[config.mk]
export PLATFORM = sky130hd
export DESIGN_NAME = voltage_event_detector
export DESIGN_NICKNAME = d
export VERILOG_FILES = /design/src/rtl/core/ved_pkg.sv /design/src/rtl/core/voltage_event_detector.sv
export SDC_FILE = /design/constraint.sdc
export NUM_CORES = 1
export LEC_CHECK = 0
export BUFFER_PORTS_ARGS = -buffer_cell sky130_fd_sc_hd__buf_4
export CELL_PAD_IN_SITES_DETAIL_PLACEMENT = 1
export CELL_PAD_IN_SITES_GLOBAL_PLACEMENT = 2
export CORE_AREA = 10 10 248 250
export DETAILED_ROUTE_END_ITERATION = 8
export DIE_AREA = 0 0 258 260
export PLACE_DENSITY_LB_ADDON = 0.1
export SYNTH_ARGS = -nofsm -noshare
export SYNTH_HDL_FRONTEND = slang
export SYNTH_SLANG_ARGS = --single-unit
export TNS_END_PERCENT = 100
[constraint.sdc]
create_clock -name clock -period 25.3 [get_ports clock]
set_clock_uncertainty 0.05 [all_clocks]
set_input_delay 1.265 -clock clock [delete_from_list [all_inputs] [get_ports clock]]
set_output_delay 1.265 -clock clock [all_outputs]
set_load 0.02 [all_outputs]
[src/rtl/core/ved_pkg.sv]
// ----------------------------------------------------------------------------
// Voltage event detector package
// Field widths, word layouts, register indexes and fixed constants.
// ----------------------------------------------------------------------------
package ved_pkg;

   localparam int LEVEL_W    = 24;
   localparam int HOLD_W     = 7;
   localparam int CSR_IDX_W  = 2;

   // Clear updates beyond the first before an event closes
   localparam logic [HOLD_W-1:0] HOLD_ITEMS = 7'd100;
   // Phases checked; capped at the three level fields of the word
   localparam int NUM_PHASES  = 3;
   localparam int USED_PHASES = (NUM_PHASES > 3) ? 3 : NUM_PHASES;

   localparam logic [LEVEL_W-1:0] LEVEL_MAX = {LEVEL_W{1'b1}};

   // Request word: level_a, level_b, level_c from bit 0 up
   localparam int REQ_DATA_W = 3 * LEVEL_W;

   // Response word layout
   localparam int RSP_IN_EVENT = 0;
   localparam int RSP_STARTED  = 1;
   localparam int RSP_CLOSED   = 2;
   localparam int RSP_KEPT     = 3;
   localparam int RSP_DUR_LSB  = 4;
   localparam int RSP_MIN_LSB  = RSP_DUR_LSB + LEVEL_W;
   localparam int RSP_MAX_LSB  = RSP_MIN_LSB + LEVEL_W;
   localparam int RSP_USED_W   = RSP_MAX_LSB + LEVEL_W;
   localparam int RSP_DATA_W   = ((RSP_USED_W + 7) / 8) * 8;

   typedef enum logic [CSR_IDX_W-1:0] {
      CSR_LOW_THR  = 2'd0,
      CSR_HIGH_THR = 2'd1,
      CSR_MIN_DUR  = 2'd2,
      CSR_MAX_DUR  = 2'd3
   } csr_reg_type;

endpackage

[src/rtl/core/voltage_event_detector.sv]
// Path: a req word is captured in the input reg when accepted, then its result is
// registered in the result reg, which loads when empty or being drained.
// Throughput: one word per cycle with no bubbles while rsp_tready is high; event
// state updates as each word leaves the input reg, chaining consecutive words.
// Reset: synchronous, active high; clears event state, valids and CSRs
// (max_duration resets to all ones, the others to zero).
// ----------------------------------------------------------------------------
// Voltage event detector
// In-band event tracking on per-update RMS levels of up to three phases.
// ----------------------------------------------------------------------------
module voltage_event_detector
   import ved_pkg::*;
(
   input  logic                  clock,
   input  logic                  reset,
   // CSR write port
   input  logic                  csr_we,
   input  logic [CSR_IDX_W-1:0]  csr_idx,
   input  logic [LEVEL_W-1:0]    csr_wdata,
   // Request stream
   input  logic                  req_tvalid,
   output logic                  req_tready,
   input  logic [REQ_DATA_W-1:0] req_tdata,  // level_a, level_b, level_c
   // Response stream
   output logic                  rsp_tvalid,
   input  logic                  rsp_tready,
   // in_event, event_started, event_closed, event_kept, duration,
   // min_level, max_level, zero pad
   output logic [RSP_DATA_W-1:0] rsp_tdata
);

   // ---------------------------------------------------------------
   // CSRs
   // ---------------------------------------------------------------
   logic [LEVEL_W-1:0] low_thr_ff, high_thr_ff, min_dur_ff, max_dur_ff;

   always_ff @(posedge clock) begin
      if (reset) begin
         low_thr_ff  <= '0;
         high_thr_ff <= '0;
         min_dur_ff  <= '0;
         max_dur_ff  <= LEVEL_MAX;
      end else if (csr_we) begin
         unique case (csr_reg_type'(csr_idx))
            CSR_LOW_THR:  low_thr_ff  <= csr_wdata;
            CSR_HIGH_THR: high_thr_ff <= csr_wdata;
            CSR_MIN_DUR:  min_dur_ff  <= csr_wdata;
            CSR_MAX_DUR:  max_dur_ff  <= csr_wdata;
         endcase
      end
   end

   // ---------------------------------------------------------------
   // Handshake: input reg -> state update -> result reg.
   // The result reg loads when empty or being drained; the input reg
   // loads when empty or moving its word on.
   // ---------------------------------------------------------------
   logic                  in_vld_ff;
   logic [REQ_DATA_W-1:0] in_data_ff;
   logic                  out_vld_ff;
   logic [RSP_DATA_W-1:0] out_data_ff;
   logic                  out_free;
   logic                  step;

   assign out_free   = !out_vld_ff || rsp_tready;
   assign step       = in_vld_ff && out_free;
   assign req_tready = !in_vld_ff || out_free;
   assign rsp_tvalid = out_vld_ff;
   assign rsp_tdata  = out_data_ff;

   always_ff @(posedge clock) begin
      if (reset) begin
         in_vld_ff  <= 1'b0;
         out_vld_ff <= 1'b0;
      end else begin
         if (req_tready) in_vld_ff <= req_tvalid;
         if (out_free)   out_vld_ff <= in_vld_ff;
      end
   end

   always_ff @(posedge clock) begin
      if (req_tvalid && req_tready) in_data_ff <= req_tdata;
   end

   // ---------------------------------------------------------------
   // Event state
   // ---------------------------------------------------------------
   logic               open_ff,    open_in;
   logic               ext_vld_ff, ext_vld_in;
   logic [LEVEL_W-1:0] lowest_ff,  lowest_in;
   logic [LEVEL_W-1:0] highest_ff, highest_in;
   logic [LEVEL_W-1:0] elapsed_ff, elapsed_in;
   logic [HOLD_W-1:0]  hold_ff,    hold_in;
   logic [LEVEL_W-1:0] latched_ff, latched_in;
   logic               started, closed, kept;
   logic [LEVEL_W-1:0] out_min, out_max;
   logic [RSP_DATA_W-1:0] out_data_in;

   always_comb begin
      logic [LEVEL_W-1:0] lvl [3];
      logic               any;
      lvl[0] = in_data_ff[0*LEVEL_W +: LEVEL_W];
      lvl[1] = in_data_ff[1*LEVEL_W +: LEVEL_W];
      lvl[2] = in_data_ff[2*LEVEL_W +: LEVEL_W];

      open_in    = open_ff;
      ext_vld_in = ext_vld_ff;
      lowest_in  = lowest_ff;
      highest_in = highest_ff;
      hold_in    = hold_ff;
      latched_in = latched_ff;
      started    = 1'b0;
      closed     = 1'b0;
      kept       = 1'b0;
      any        = 1'b0;

      // Running duration, saturating
      elapsed_in = (open_ff && elapsed_ff != LEVEL_MAX) ? elapsed_ff + 1'b1 : elapsed_ff;

      // Extremes over violating phases, in phase order
      for (int p = 0; p < USED_PHASES; p++) begin
         if (lvl[p] > low_thr_ff && lvl[p] < high_thr_ff) begin
            if (!ext_vld_in || lvl[p] < lowest_in)  lowest_in  = lvl[p];
            if (!ext_vld_in || lvl[p] > highest_in) highest_in = lvl[p];
            ext_vld_in = 1'b1;
            any        = 1'b1;
         end
      end

      if (any) begin
         if (!open_ff) begin
            open_in    = 1'b1;
            started    = 1'b1;
            elapsed_in = '0;
            latched_in = '0;
         end
         hold_in = '0;
      end else if (open_ff) begin
         // First clear update after a violation latches the duration
         if (hold_ff == '0) latched_in = elapsed_in;
         if (hold_ff < HOLD_ITEMS) begin
            hold_in = hold_ff + 1'b1;
         end else begin
            open_in = 1'b0;
            closed  = 1'b1;
            kept    = !(latched_in < min_dur_ff || latched_in > max_dur_ff);
         end
      end

      // Report the extremes before a close wipes them
      out_min = lowest_in;
      out_max = highest_in;
      if (closed) begin
         ext_vld_in = 1'b0;
         lowest_in  = '0;
         highest_in = '0;
         hold_in    = '0;
      end

      out_data_in                              = '0;
      out_data_in[RSP_IN_EVENT]                = open_in;
      out_data_in[RSP_STARTED]                 = started;
      out_data_in[RSP_CLOSED]                  = closed;
      out_data_in[RSP_KEPT]                    = kept;
      out_data_in[RSP_DUR_LSB +: LEVEL_W]      = latched_in;
      out_data_in[RSP_MIN_LSB +: LEVEL_W]      = out_min;
      out_data_in[RSP_MAX_LSB +: LEVEL_W]      = out_max;
   end

   always_ff @(posedge clock) begin
      if (reset) begin
         open_ff    <= 1'b0;
         ext_vld_ff <= 1'b0;
         lowest_ff  <= '0;
         highest_ff <= '0;
         elapsed_ff <= '0;
         hold_ff    <= '0;
         latched_ff <= '0;
      end else if (step) begin
         open_ff    <= open_in;
         ext_vld_ff <= ext_vld_in;
         lowest_ff  <= lowest_in;
         highest_ff <= highest_in;
         elapsed_ff <= elapsed_in;
         hold_ff    <= hold_in;
         latched_ff <= latched_in;
      end
   end

   // Result payload
   always_ff @(posedge clock) begin
      if (step) out_data_ff <= out_data_in;
   end

endmodule

==> metrics list <==
* Relative contribution of sequential cells to total power: between 30% and 40%
- Proportion of power drawn by the clock network: between 30% and 40%
- Die area: between 60,000 and 70,000 µm²
- The count of final hold-check violations was 0.
- The endpoint identified for the worst register-to-register timing path is rsp_tdata[38].
- Dominant synthesized flop cell: dfxtp_1
- H-tree depth: 2
- Overall routed net length: 87,300 µm
* Worst setup slack after placement: ~15 ns
- CP Buf/Inv Count: 3
- Boundary Pins: 185
- Headroom to the max-slew limit came out at approximately 9.9%.
- IR analysis of the VDD net gives a maximum drop of 0.0456 mV.
- Counting flops with a built-in enable in the synthesized netlist gives between 100 and 150.
- Counting the buffers created by CTS gives 44.
- CTS-repair resized insts: 0
- Die Width: 258 µm
- Setup violations remaining at the end of the flow were counted as 0.
- Across the run, the number of max-cap violations was 0.
* Required time of the critical path: 25.57 ns
* Port bufs: 180
- Clock tree from TritonCTS: yes
- Most area-hungry cell type in the Yosys netlist: edfxtp_1
- For this design, the slowest cell found on the critical path is a31oi_4.
- Synthesis-to-finish area growth: 14.8%
- Leakage component of the power: about 11 nW
* Post-detailed-placement half-perimeter wirelength: ~66,000 µm
* Fin worst setup slack: approximately 15 ns
* Top area cells in the synthesized netlist: edfxtp_1 19%, ha_1 18%, dfxtp_1 17%
- For flop-to-flop paths, the worst setup slack is approximately 15 ns.
* Cell class contributing the biggest share of worst-path delay: compound AO/OA/AOI/OAI gates
- The worst hold path was traced through 2 stages.
- Overflow left after global routing: 0
* Number of vias per cell: between 5 and 6
- Post-synth top area share: between 10% and 20%
- Hold-fix buffers at CTS: 0
- The later pin in the worst-skew pair is clocked with a latency of approximately 0.6 ns.
* Post-CTS setup buffer count: 0
- The run finished with clean final reports.
- After synthesis the netlist holds a flip-flop and latch count of 351.
- Final critical-path share of the clock period: between 40% and 50%
- Fraction of layout cells with a size suffix above 1: roughly 15%
* CP startpoint kind: flip-flop
* Cells on worst reg2reg path: 32
- After clock tree synthesis, the clock-pin slew on the worst setup and hold paths is approximately 0.06 ns.
- Final routed DRC violation total: 0
- Overall Global Routing Usage: 25.5%
- The first TritonRoute pass finished after 5 iterations.
- Comb pwr share: 21.8%
- Vias in the first global route: roughly 22,000
- The number of antenna violations at the first check in global routing came to 1.
- Setup crit end kind: flip-flop
- Share of the yosys chip area belonging to registers: between 30% and 40%
- Worst Hold End: high_thr_ff[5]
* Fraction of registers with async set or reset after synthesis: 0%
- Summed instance area of the synthesized netlist: ~23,000 µm²
- After synthesis, the netlist uses 80 different library cells.
* First-pass GRT wire length: approximately 130,000 µm
- Path type of the worst setup path: reg2reg
- Row generation in the floorplan step produced 87 rows.
- After the first detailed-routing iteration, the DRC count stood at 1,312.
- Crit-path max cell delay: 0.94 ns
- Design area: approximately 27,000 µm²
- Worst slew pin tran: 1.35 ns
- Entering global routing, the biggest net connects approximately 110 pins.
- Detailed routing inserted a total of about 20,000 vias.
* Sinks on Clock Net: 351
* Number of warnings reported in the yosys synthesis log: 0
* Average footprint of a synthesized cell: between 9 and 10 µm²
* Data arrival time at the worst-slack endpoint: ~11 ns
* Filler cell count: 6,415
* Total power divided by cell area: 62.1 nW/µm²
- Net switching component of the power: between 0.5 and 0.6 mW
* Antenna-violating nets left: 0
- Final critical delay including setup and external delays: about 10 ns
- Summing all flip-flop and latch instances after layout gives between 8000 and 9000 µm².
- Root Driver: clkbuf_16
- Synthesis produced a netlist whose cell count is 2,556.
- The final-report max-slew violation count came to 0.
- After floorplanning, the core was sized to cover 56,300 µm².
* Placement Cell Area: 25,500 µm²
- Max Buffers Root-to-Sink: 3
- Footprint of the multi-input gates: 13,600 µm²
- Setup_tns: 0 ns
- The worst hold path begins at high_thr_ff[5].
- Upper clock frequency limit: just under 100 MHz
- Pint: around 1.2 mW
* Highest net fanout along the worst path: 24
- Vertical extent of the die: 260 µm
- After detailed routing, the average wire length per cell comes to ~25 µm.
- Switching share of power: ~31%
- Type of the most critical hold path: reg2reg
- Setup repair after global routing missed its margin: no
- Initial standard-cell utilization of the core: about two fifths
* Worst R2R Start: in_data_ff[17]
* Net count, final: about 3,100
* Final GP Congestion: roughly 0.89
-- registers in the layout (all words and copies together) (netlist names) --
name / flops
min_dur_ff: 24
latched_ff: 24
lowest_ff: 24
rsp_tvalid: 1
max_dur_ff: 24
high_thr_ff: 24
highest_ff: 24
in_data_ff: 72
ext_vld_ff: 1
hold_ff: 7
in_vld_ff: 1
low_thr_ff: 24
open_ff: 1
rsp_tdata: 76
elapsed_ff: 24
-- cell families after synthesis --
family,Yosys count,synth area share (%)
AO/OA/AOI/OAI,658,18.5
XOR/XNOR,22,0.822
adder cells (fa/ha/maj),332,17.7
buffers and inverters,354,6.07
flip-flops,351,36.3
multiplexers,136,6.25
other,1,0.0160
AND/OR/NAND/NOR,702,14.3
-- routing by layer --
| metal | vias up | GRT usage [%] | wire length [µm] | share of wire (%) |
|---|---|---|---|---|
| li1 | 9574 | - | - | - |
| met1 | 10000 | 30.5 | 36800 | 42 |
| met2 | 513 | 44.6 | 42600 | 49 |
| met3 | 166 | 3.69 | 3890 | 4.5 |
| met4 | 0 | 11.6 | 4040 | 4.6 |
| met5 | - | 0 | 0 | 0 |
-- worst register-to-register path: cells and delay by family (launching register included) --
kind / cells / cell delay (ns)
flops: 1 / 0.51
compound gates: 13 / 4.40
simple gates: 10 / 2.31
mux: 3 / 1.40
buf+inv: 3 / 0.61
fa+ha+maj: 3 / 0.82
-- Yosys cell counts (23+ instances only) --
cell type	number
mux2i_1	52
nor2_1	120
a221o_1	28
a211o_1	26
nor3_1	54
a21oi_1	201
a22oi_1	40
nand2_1	288
o21ai_0	148
inv_1	237
clkbuf_1	87
dfxtp_1	203
o21a_1	26
nand4_1	55
nand3_1	35
a211oi_1	23
mux2_2	84
ha_1	332
edfxtp_1	148
a21o_1	47
-- placed cells by master (no fill, tap or decap), types with 84 or more instances in the layout --
master | synthesis | final
nor2_1 | 120 | 119
buf_4 | 10 | 203
edfxtp_1 | 148 | 148
inv_1 | 237 | 237
a21oi_1 | 201 | 201
ha_1 | 332 | 332
o21ai_0 | 148 | 147
dfxtp_1 | 203 | 202
nand2_1 | 288 | 288
mux2_2 | 84 | 84
-- through the flow --
step	util (%)	cells	hold slack [ns]	power [mW]
5_1_grt	47.8	3485	0.423	1.75
6_report	47.8	3486	0.404	1.67
4_1_cts	47.8	3485	0.404	1.68
2_1_floorplan	-	2559	0.384	0.891
3_5_place_dp	45.2	3403	0.397	1.03
3_3_place_gp	45.2	3403	0.393	1.02
-- power by group through the flow --
stage	Clock (mW)	Combinational (mW)	Sequential, mW
after floorplan	0	0.225	0.666
after detailed placement	0	0.361	0.670
final	0.649	0.364	0.659
after CTS	0.663	0.364	0.658
after global routing	0.685	0.401	0.662
after global placement	0	0.348	0.669
-- how the worst max path moves through the flow --
stage          slack [ns]      startpoint  cells after the start            end
2_1_floorplan       17.18  in_data_ff[17]                     35  rsp_tdata[32]
3_3_place_gp        15.26  in_data_ff[17]                     32  rsp_tdata[38]
3_5_place_dp        15.08  in_data_ff[17]                     32  rsp_tdata[38]
4_1_cts             14.93   in_data_ff[1]                     31  rsp_tdata[49]
5_1_grt             14.51   in_data_ff[1]                     31  rsp_tdata[48]
6_report            14.93  in_data_ff[17]                     32  rsp_tdata[38]
-- area by class of cell --
class,count,area share [%]
Antenna cell,1,0.00929
Clock buffer,59,4.61
Clock inverter,23,0.846
Inverter,238,3.33
Multi-Input combinational cell,1854,50.4
Sequential cell,351,31.6
Tap cell,756,3.51
Timing Repair Buffer,204,5.70
Power figures use the tool's default switching activity.
